==> config.mk <==
export PLATFORM = sky130hd
export DESIGN_NAME = wind_vector_estimator
export DESIGN_NICKNAME = d
export VERILOG_FILES = /design/src/rtl/wve_pkg.sv /design/src/rtl/wve_cordic.sv /design/src/rtl/wind_vector_estimator.sv
export SDC_FILE = /design/constraint.sdc
export NUM_CORES = 2
export LEC_CHECK = 0
export BUFFER_PORTS_ARGS = -buffer_cell sky130_fd_sc_hd__buf_2
export CORE_MARGIN = 3
export CORE_UTILIZATION = 55
export CTS_CLUSTER_SIZE = 25
export DETAILED_ROUTE_END_ITERATION = 8
export PLACE_DENSITY_LB_ADDON = 0.25
export SLEW_MARGIN = 25
export SYNTH_ARGS = -nofsm -noshare
export SYNTH_HDL_FRONTEND = slang
export SYNTH_SLANG_ARGS = --single-unit
==> constraint.sdc <==
create_clock -name clk_i -period 11.3 [get_ports clk_i]
set_clock_uncertainty 0.2 [all_clocks]
set_input_delay 2.26 -clock clk_i [delete_from_list [all_inputs] [get_ports clk_i]]
set_output_delay 2.26 -clock clk_i [all_outputs]
set_load 0.01 [all_outputs]
==> src/rtl/wve_pkg.sv <==
`timescale 1ns / 1ps
// ----------------------------------------------------------------------------
// wve_pkg: shared types and constants for the wind vector estimator
// Datapath widths, CORDIC arctangent table, gain correction and the
// command/response structs between the sequencer and the CORDIC unit.
// ----------------------------------------------------------------------------
package wve_pkg;

  // CORDIC datapath: x/y are signed, z is a 32-bit binary angle
  localparam int unsigned DW        = 34;
  localparam int unsigned ZW        = 32;
  localparam int unsigned PW        = 66;
  localparam int unsigned TABLE_LEN = 24;
  localparam int unsigned CW        = 5;

  // 1/K in Q30, split in two 16-bit halves for the shared multiplier
  localparam logic [15:0] INV_GAIN_HI = 16'h26DD;
  localparam logic [15:0] INV_GAIN_LO = 16'h3B6A;

  localparam logic [ZW-1:0] Z_HALF_TURN = 32'h8000_0000;
  localparam logic [ZW-1:0] Z_ROUND_16  = 32'h0000_8000;

  // Command into the CORDIC unit
  typedef struct packed {
    logic                 start;
    logic                 vec;
    logic signed [DW-1:0] x;
    logic signed [DW-1:0] y;
    logic [ZW-1:0]        z;
  } cordic_cmd_t;

  // Response: x and y already multiplied by 1/K (Q30), final angle
  typedef struct packed {
    logic                 done;
    logic signed [PW-1:0] px;
    logic signed [PW-1:0] py;
    logic [ZW-1:0]        z;
  } cordic_rsp_t;

  // atan(2^-i) in 2^32 units per turn
  function automatic logic [ZW-1:0] atan_lut(input logic [CW-1:0] idx);
    logic [ZW-1:0] v;
    unique case (idx)
      5'd0:    v = 32'h20000000;
      5'd1:    v = 32'h12E4051E;
      5'd2:    v = 32'h09FB385B;
      5'd3:    v = 32'h051111D4;
      5'd4:    v = 32'h028B0D43;
      5'd5:    v = 32'h0145D7E1;
      5'd6:    v = 32'h00A2F61E;
      5'd7:    v = 32'h00517C55;
      5'd8:    v = 32'h0028BE53;
      5'd9:    v = 32'h00145F2F;
      5'd10:   v = 32'h000A2F98;
      5'd11:   v = 32'h000517CC;
      5'd12:   v = 32'h00028BE6;
      5'd13:   v = 32'h000145F3;
      5'd14:   v = 32'h0000A2FA;
      5'd15:   v = 32'h0000517D;
      5'd16:   v = 32'h000028BE;
      5'd17:   v = 32'h0000145F;
      5'd18:   v = 32'h00000A30;
      5'd19:   v = 32'h00000518;
      5'd20:   v = 32'h0000028C;
      5'd21:   v = 32'h00000146;
      5'd22:   v = 32'h000000A3;
      5'd23:   v = 32'h00000051;
      default: v = '0;
    endcase
    return v;
  endfunction

endpackage

==> src/rtl/wve_cordic.sv <==
`timescale 1ns / 1ps
// ----------------------------------------------------------------------------
// wve_cordic: iterative CORDIC with gain correction
// One micro-rotation per cycle in rotation or vectoring mode, then x and y
// are multiplied by 1/K through one 34x17 multiplier in two half passes each.
// ----------------------------------------------------------------------------
module wve_cordic #(
  parameter int unsigned CORDIC_STEPS = 16
) (
  input  logic                 clk_i,
  input  logic                 rst_ni,
  input  wve_pkg::cordic_cmd_t cmd_i,
  output wve_pkg::cordic_rsp_t rsp_o
);
  import wve_pkg::*;

  localparam int unsigned NumSteps = (CORDIC_STEPS > TABLE_LEN) ? TABLE_LEN : CORDIC_STEPS;
  localparam logic [CW-1:0] LastStep = CW'(NumSteps - 1);

  typedef enum logic [5:0] {
    C_IDLE = 6'b000001,
    C_ITER = 6'b000010,
    C_MXH  = 6'b000100,
    C_MXL  = 6'b001000,
    C_MYH  = 6'b010000,
    C_MYL  = 6'b100000
  } cstate_e;

  cstate_e              state_q, state_d;
  logic [CW-1:0]        cnt_q;
  logic                 vec_q;
  logic                 done_q;
  logic signed [DW-1:0] x_q, y_q;
  logic [ZW-1:0]        z_q;
  logic signed [PW-1:0] acc_q, px_q, py_q;

  logic signed [DW-1:0] dx, dy, x_nx, y_nx, op;
  logic [ZW-1:0]        z_nx, atan_v;
  logic                 rot_pos;
  logic [15:0]          coef;
  logic signed [DW+16:0] prod;
  logic signed [PW-1:0] prod_ext, acc_sum;

  // One micro-rotation
  always_comb begin
    dx      = y_q >>> cnt_q;
    dy      = x_q >>> cnt_q;
    atan_v  = atan_lut(cnt_q);
    rot_pos = vec_q ? y_q[DW-1] : !z_q[ZW-1];
    if (rot_pos) begin
      x_nx = x_q - dx;
      y_nx = y_q + dy;
      z_nx = z_q - atan_v;
    end else begin
      x_nx = x_q + dx;
      y_nx = y_q - dy;
      z_nx = z_q + atan_v;
    end
  end

  // Shared gain multiplier: high half first, then shift and add low half
  always_comb begin
    op       = (state_q == C_MYH || state_q == C_MYL) ? y_q : x_q;
    coef     = (state_q == C_MXH || state_q == C_MYH) ? INV_GAIN_HI : INV_GAIN_LO;
    prod     = op * $signed({1'b0, coef});
    prod_ext = {{(PW - DW - 17){prod[DW+16]}}, prod};
    acc_sum  = (acc_q <<< 16) + prod_ext;
  end

  // Sequence the passes
  always_comb begin
    state_d = state_q;
    unique case (state_q)
      C_IDLE:  if (cmd_i.start) state_d = C_ITER;
      C_ITER:  if (cnt_q == LastStep) state_d = C_MXH;
      C_MXH:   state_d = C_MXL;
      C_MXL:   state_d = C_MYH;
      C_MYH:   state_d = C_MYL;
      C_MYL:   state_d = C_IDLE;
      default: state_d = C_IDLE;
    endcase
  end

  always_ff @(posedge clk_i or negedge rst_ni) begin
    if (!rst_ni) begin
      state_q <= C_IDLE;
      cnt_q   <= '0;
      done_q  <= 1'b0;
    end else begin
      state_q <= state_d;
      done_q  <= (state_q == C_MYL);
      if (state_q == C_IDLE) begin
        cnt_q <= '0;
      end else if (state_q == C_ITER) begin
        cnt_q <= cnt_q + CW'(1);
      end
    end
  end

  // Datapath registers
  always_ff @(posedge clk_i) begin
    unique case (state_q)
      C_IDLE: begin
        if (cmd_i.start) begin
          x_q   <= cmd_i.x;
          y_q   <= cmd_i.y;
          z_q   <= cmd_i.z;
          vec_q <= cmd_i.vec;
        end
      end
      C_ITER: begin
        x_q <= x_nx;
        y_q <= y_nx;
        z_q <= z_nx;
      end
      C_MXH:   acc_q <= prod_ext;
      C_MXL:   px_q  <= acc_sum;
      C_MYH:   acc_q <= prod_ext;
      C_MYL:   py_q  <= acc_sum;
      default: ;
    endcase
  end

  assign rsp_o.done = done_q;
  assign rsp_o.px   = px_q;
  assign rsp_o.py   = py_q;
  assign rsp_o.z    = z_q;

`ifndef SYNTHESIS
  a_start_idle: assert property (@(posedge clk_i) disable iff (!rst_ni)
    cmd_i.start |-> state_q == C_IDLE)
    else $error("CORDIC started while busy");
  a_iter_count: assert property (@(posedge clk_i) disable iff (!rst_ni)
    (state_q == C_ITER) |-> cnt_q <= LastStep)
    else $error("CORDIC step counter past last step");
  a_done_after_mul: assert property (@(posedge clk_i) disable iff (!rst_ni)
    done_q |-> $past(state_q == C_MYL))
    else $error("CORDIC done without finishing gain pass");
`endif

endmodule

==> src/rtl/wind_vector_estimator.sv <==
`timescale 1ns / 1ps
// Each accepted word runs a ground pass and an air pass through the CORDIC, then a
//   vectoring pass on the wind vector, and is then pushed to the output register; the
//   third pass is skipped when the wind vector is zero.
// Input not ready while busy: a new word is taken only after the last one is pushed;
//   a result waits in the output register and stalls the push only if still unread.
// Reset: asynchronous, active low; clears sequencer, output valid and previous parts.
// ----------------------------------------------------------------------------
// wind_vector_estimator: wind triangle estimate from ground and air vectors
// Resolves ground and air vectors into north/east, averages the difference
// with the previous sample and returns wind direction and magnitude.
// ----------------------------------------------------------------------------
module wind_vector_estimator #(
  parameter int unsigned CORDIC_STEPS = 16
) (
  input  logic        clk_i,
  input  logic        rst_ni,
  input  logic        s_axis_tvalid_i,
  output logic        s_axis_tready_o,
  // ground_speed[15:0], ground_track[31:16], air_speed[47:32], air_heading[63:48]
  input  logic [63:0] s_axis_tdata_i,
  output logic        m_axis_tvalid_o,
  input  logic        m_axis_tready_i,
  // wind_direction[15:0], wind_magnitude[31:16]
  output logic [31:0] m_axis_tdata_o
);
  import wve_pkg::*;

  typedef enum logic [7:0] {
    S_IDLE    = 8'b00000001,
    S_GND_GO  = 8'b00000010,
    S_GND_RUN = 8'b00000100,
    S_AIR_GO  = 8'b00001000,
    S_AIR_RUN = 8'b00010000,
    S_WND_GO  = 8'b00100000,
    S_WND_RUN = 8'b01000000,
    S_PUSH    = 8'b10000000
  } state_e;

  state_e             state_q, state_d;
  logic [63:0]        in_q;
  logic signed [17:0] cur_gn_q, cur_ge_q, cur_an_q, cur_ae_q;
  logic signed [17:0] prev_gn_q, prev_ge_q, prev_an_q, prev_ae_q;
  logic [15:0]        dir_q, mag_q;
  logic [31:0]        out_data_q;
  logic               out_valid_q;

  cordic_cmd_t          cmd;
  cordic_rsp_t          rsp;
  logic                 in_acc, push;
  logic signed [19:0]   dn, de;
  logic                 wind_zero;
  logic signed [PW-1:0] rnd_n, rnd_e, rnd_m;
  logic [ZW-1:0]        dir_rnd;
  logic [15:0]          mag_sat;

  // Start vector for rotation mode: nearest quarter turn, then the residue
  function automatic cordic_cmd_t rot_cmd(input logic [15:0] spd, input logic [15:0] ang);
    cordic_cmd_t          c;
    logic [15:0]          sum;
    logic [1:0]           q;
    logic [15:0]          r;
    logic signed [DW-1:0] s;
    sum     = ang + 16'd8192;
    q       = sum[15:14];
    r       = ang - {q, 14'd0};
    s       = $signed({4'b0, spd, 14'd0});
    c.start = 1'b1;
    c.vec   = 1'b0;
    c.z     = {r, 16'h0000};
    c.x     = q[0] ? '0 : (q[1] ? -s : s);
    c.y     = q[0] ? (q[1] ? -s : s) : '0;
    return c;
  endfunction

  wve_cordic #(
    .CORDIC_STEPS(CORDIC_STEPS)
  ) u_cordic (
    .clk_i (clk_i),
    .rst_ni(rst_ni),
    .cmd_i (cmd),
    .rsp_o (rsp)
  );

  assign s_axis_tready_o = (state_q == S_IDLE);
  assign in_acc          = s_axis_tvalid_i && s_axis_tready_o;
  assign push            = (state_q == S_PUSH) && (!out_valid_q || m_axis_tready_i);

  // Twice the wind: current plus previous, ground minus air
  always_comb begin
    dn = (20'(cur_gn_q) + 20'(prev_gn_q)) - (20'(cur_an_q) + 20'(prev_an_q));
    de = (20'(cur_ge_q) + 20'(prev_ge_q)) - (20'(cur_ae_q) + 20'(prev_ae_q));
    wind_zero = (dn == '0) && (de == '0);
  end

  // Issue CORDIC commands
  always_comb begin
    cmd = '0;
    unique case (state_q)
      S_GND_GO: cmd = rot_cmd(in_q[15:0], in_q[31:16]);
      S_AIR_GO: cmd = rot_cmd(in_q[47:32], in_q[63:48]);
      S_WND_GO: begin
        cmd.start = !wind_zero;
        cmd.vec   = 1'b1;
        cmd.x     = $signed({{3{dn[19]}}, dn, 11'b0});
        cmd.y     = $signed({{3{de[19]}}, de, 11'b0});
        cmd.z     = '0;
        if (dn[19]) begin
          cmd.x = -$signed({{3{dn[19]}}, dn, 11'b0});
          cmd.y = -$signed({{3{de[19]}}, de, 11'b0});
          cmd.z = Z_HALF_TURN;
        end
      end
      default: cmd = '0;
    endcase
  end

  // Round scaled products back to components, direction and magnitude
  always_comb begin
    rnd_n   = rsp.px + (PW'(1) <<< 43);
    rnd_e   = rsp.py + (PW'(1) <<< 43);
    rnd_m   = rsp.px + (PW'(1) <<< 41);
    dir_rnd = rsp.z + Z_ROUND_16;
    if (rnd_m[PW-1]) begin
      mag_sat = '0;
    end else if (|rnd_m[PW-2:58]) begin
      mag_sat = 16'hFFFF;
    end else begin
      mag_sat = rnd_m[57:42];
    end
  end

  // Next state
  always_comb begin
    state_d = state_q;
    unique case (state_q)
      S_IDLE:    if (in_acc) state_d = S_GND_GO;
      S_GND_GO:  state_d = S_GND_RUN;
      S_GND_RUN: if (rsp.done) state_d = S_AIR_GO;
      S_AIR_GO:  state_d = S_AIR_RUN;
      S_AIR_RUN: if (rsp.done) state_d = S_WND_GO;
      S_WND_GO:  state_d = wind_zero ? S_PUSH : S_WND_RUN;
      S_WND_RUN: if (rsp.done) state_d = S_PUSH;
      S_PUSH:    if (push) state_d = S_IDLE;
      default:   state_d = S_IDLE;
    endcase
  end

  // Control and stored state
  always_ff @(posedge clk_i or negedge rst_ni) begin
    if (!rst_ni) begin
      state_q     <= S_IDLE;
      out_valid_q <= 1'b0;
      prev_gn_q   <= '0;
      prev_ge_q   <= '0;
      prev_an_q   <= '0;
      prev_ae_q   <= '0;
    end else begin
      state_q <= state_d;
      if (push) begin
        out_valid_q <= 1'b1;
      end else if (m_axis_tready_i) begin
        out_valid_q <= 1'b0;
      end
      if (state_q == S_WND_GO) begin
        prev_gn_q <= cur_gn_q;
        prev_ge_q <= cur_ge_q;
        prev_an_q <= cur_an_q;
        prev_ae_q <= cur_ae_q;
      end
    end
  end

  // Payload registers
  always_ff @(posedge clk_i) begin
    if (in_acc) begin
      in_q <= s_axis_tdata_i;
    end
    if (state_q == S_GND_RUN && rsp.done) begin
      cur_gn_q <= rnd_n[61:44];
      cur_ge_q <= rnd_e[61:44];
    end
    if (state_q == S_AIR_RUN && rsp.done) begin
      cur_an_q <= rnd_n[61:44];
      cur_ae_q <= rnd_e[61:44];
    end
    if (state_q == S_WND_GO && wind_zero) begin
      dir_q <= '0;
      mag_q <= '0;
    end
    if (state_q == S_WND_RUN && rsp.done) begin
      dir_q <= dir_rnd[31:16];
      mag_q <= mag_sat;
    end
    if (push) begin
      out_data_q <= {mag_q, dir_q};
    end
  end

  assign m_axis_tvalid_o = out_valid_q;
  assign m_axis_tdata_o  = out_data_q;

`ifndef SYNTHESIS
  a_done_in_run: assert property (@(posedge clk_i) disable iff (!rst_ni)
    rsp.done |-> (state_q == S_GND_RUN || state_q == S_AIR_RUN || state_q == S_WND_RUN))
    else $error("CORDIC response outside a run state");
  a_start_in_go: assert property (@(posedge clk_i) disable iff (!rst_ni)
    cmd.start |-> (state_q == S_GND_GO || state_q == S_AIR_GO || state_q == S_WND_GO))
    else $error("CORDIC start outside a launch state");
  a_accept_launch: assert property (@(posedge clk_i) disable iff (!rst_ni)
    in_acc |=> state_q == S_GND_GO)
    else $error("accepted word did not launch ground pass");
  a_push_from_seq: assert property (@(posedge clk_i) disable iff (!rst_ni)
    $rose(m_axis_tvalid_o) |-> $past(state_q == S_PUSH))
    else $error("output valid raised without a finished word");
`endif

endmodule

==> impl_metrics.toml <==
[outcome]
outcome = "finished, final reports clean"

[run]
maxCapViolations = 0

[global_routing]
grt_overflow = 0
grt_antenna_before_repair = 2
first_global_vias = 37300
grt_pass1_wl_um = 214000
grt_usage_pct = 29.2
grt_max_degree = 105

[placement]
port_buffers = 101
dp_hpwl_um = 106000
gp_congestion = 0.984

[routing]
dr.pass1.iters = 8
drt-total-wl_um = 137000
vias = 38200
vias_per_cell = 6.00
drt_first_iter_violations = 3724
drc = 0
wl_per_cell_um = 21.5
ant_nets = 0

[worst_setup_path]
cp-start-kind = "flop"
endpoint = "u_cordic.px_q[62]"
reg2reg_slack_ns = 0.40
crit_required_ns = 11.53
critPathArrivalTime_ns = 11.13
cp_common_cell = "fa_1"
cp_max_fo = 11
crit_path_end_kind = "flop"
r2r-end = "u_cordic.px_q[62]"
crit_type = "reg -> reg"
critPathSlowestCell = "fa_1"
slowest_delay_ns = 0.55
reg2regPathDepth = 46
timing.rr.start = "u_cordic.state_q[3]"
critPathLaunch = "u_cordic.state_q[3]"

[clock_tree]
cts_tree = "done"
cts_root_buf = "clkbuf_16"
clkTransAtPathRegs_ns = 0.06
cts_max_level = 2
clkSinkCount = 487
postCtsHoldBufs = 0
cts_made_buffers = 57
clock_path_buffers = 3
clock_latency_ns = 0.69

[floorplan]
die-area_um2 = 93000
core_area_um2 = 88500
rows = 109
die_x_um = 305
io_pins = 102
fp.dieH_um = 305
initial_utilization_pct = 55.5

[synthesis]
ys_dominant_reg_cell = "edfxtp_1"
synth_cells = 5101
synth_seq_area_share_pct = 28.8
synth-edff-count = 394
ys_ff_latch = 487
syn-num-nets = 5920
synthArstFlopShare_pct = 19.1
syn_area_um2 = 49200
avgSynthCellArea_um2 = 9.64
synth.distinct_cells = 99
yosys_warnings = 0

[timing]
hold_violations = 0
whs_ns = 0.217
fin_crit_ns = 10.90
setup_violations = 0
timing.fmax_ghz = 0.0918
report.final.slew_viol_count = 0
worstMarginPinSlew_ns = 1.03
fin_crit_sh_pct = 96.5
max_slew_margin_pct = 30.7
finalSetupTns_ns = 0

[hold_path]
hold_class = "reg -> reg"

[finish]
drive_gt1_share_pct = 10.6
nets = 5971
nFillCells = 7488
fin_util_pct = 60.4
area_delta_synth_final_pct = 8.79
## synth_stat cells, types with 24 or more instances
master    count  area share, %
and2_1       43           0.55
dfrtp_1      91            4.6
xnor2_1     242            4.3
nand2_1     406            3.1
fa_1        356             14
nand2b_1     42           0.53
buf_1        30           0.23
a21o_1      131            2.0
mux2_2       87            2.0
a31oi_1      29           0.37
clkbuf_1    139            1.1
a221oi_1     24           0.43
a21oi_1     365            3.7
o21a_1       27           0.41
nor2_1      343            2.6
xor2_1      172            3.1
inv_1       666            5.1
mux4_2       56            2.6
nor3_1       62           0.63
mux2i_1      87            1.8
nand3_1      77           0.78
o21ai_0     242            2.5
o22ai_1      61           0.78
o21bai_1     26           0.40
a211oi_1     45           0.69
o211ai_1     26           0.40
buf_2        29           0.30
nand4_1      25           0.32
edfxtp_1    394             24
ha_1        395             10
and3_1       37           0.47
nor2b_1      42           0.53
## worst max-delay path, delay by kind of cell (launching register included)
kind / cells / cell delay (ns)
buffers and inverters: 6 / 0.55
and+or+nand+nor: 9 / 1.53
DFF: 1 / 0.42
adders and majority gates: 8 / 3.54
muxes: 1 / 0.34
xor gates and xnor gates: 2 / 0.25
AOI/OAI and AO/OA: 20 / 3.79
## final cells by class
class	count	area, um^2	area share [%]
diodes	3	7.51	0.0140
clock buffers	64	1470	2.75
clock inverters	44	503	0.941
inverters	672	2520	4.72
multi-input cells	3736	32000	59.9
flip-flops and latches	487	14200	26.5
well taps	1165	1460	2.73
repair buffers	198	1320	2.47
## timing repair
action	CTS	global route
buffers inserted	0	13
endpoints found under the setup margin	2	28
gates cloned	0	1
resized for setup	1	51
pin swaps	0	19
## flip-flops by register name, summed over array words and instances (netlist names), 19 cells and up
register / cells
u_cordic.acc_q: 49
m_axis_tdata_o: 32
u_cordic.x_q: 34
u_cordic.z_q: 32
u_cordic.px_q: 25
u_cordic.y_q: 34
u_cordic.py_q: 19
in_q: 64
## cell usage in the layout (no fill, tap or decap), types with 28 or more instances in the layout
cell	instances
inv_1	665
nand2_1	406
edfxtp_1	394
ha_1	384
a21oi_1	357
fa_1	354
nor2_1	335
xnor2_1	242
o21ai_0	236
xor2_1	171
a21o_1	131
buf_2	100
buf_4	90
dfrtp_1	86
mux2_2	84
mux2i_1	79
nand3_1	77
nor3_1	62
o22ai_1	61
clkbuf_16	58
mux4_2	56
a211oi_1	45
nand2b_1	42
and2_1	41
nor2b_1	41
and3_1	37
a31oi_1	28
## per-stage QoR
stage	area, um^2	std cells	setup slack [ns]
final	53500	6369	0.401
after CTS	53000	6351	0.0176
after global placement	51100	6243	0.103
after detailed placement	51100	6243	0.0633
after global routing	53500	6366	-0.0761
after floorplan	49200	5101	0.0210
## logic make-up after synthesis
group | share of synthesized area [%]
flops | 28.8
xor+xnor | 7.38
compound gates | 14.6
simple gates | 11.3
other cells | 0.00763
buf+inv | 6.86
fa+ha+maj | 24.6
mux | 6.48
## metal layers
metal	up-vias	share of wire, %	GRT usage [%]	wire length [um]
met5	-	0.0095	0	13
met4	2	3.5	9.36	4830
met3	254	8.0	5.20	11000
met2	1549	45	45.5	62100
met1	18600	43	41.6	58900
li1	17800	-	-	-
## how the worst min path moves through the flow
| stage | startpoint | end | slack (ns) | cells after the start |
|---|---|---|---|---|
| final | dir_q[12] | m_axis_tdata_o[12] | 0.22 | 0 |
| after global routing | mag_q[12] | m_axis_tdata_o[28] | 0.22 | 0 |
| after CTS | mag_q[12] | m_axis_tdata_o[28] | 0.22 | 0 |
| after detailed placement | mag_q[12] | m_axis_tdata_o[28] | 0.20 | 0 |
| after global placement | dir_q[5] | m_axis_tdata_o[5] | 0.20 | 0 |
| after floorplan | dir_q[0] | m_axis_tdata_o[0] | 0.20 | 0 |
Power is left out: the tool's default activity adds up to more than one toggle a clock period on the data nets, which glitch-free logic cannot reach.
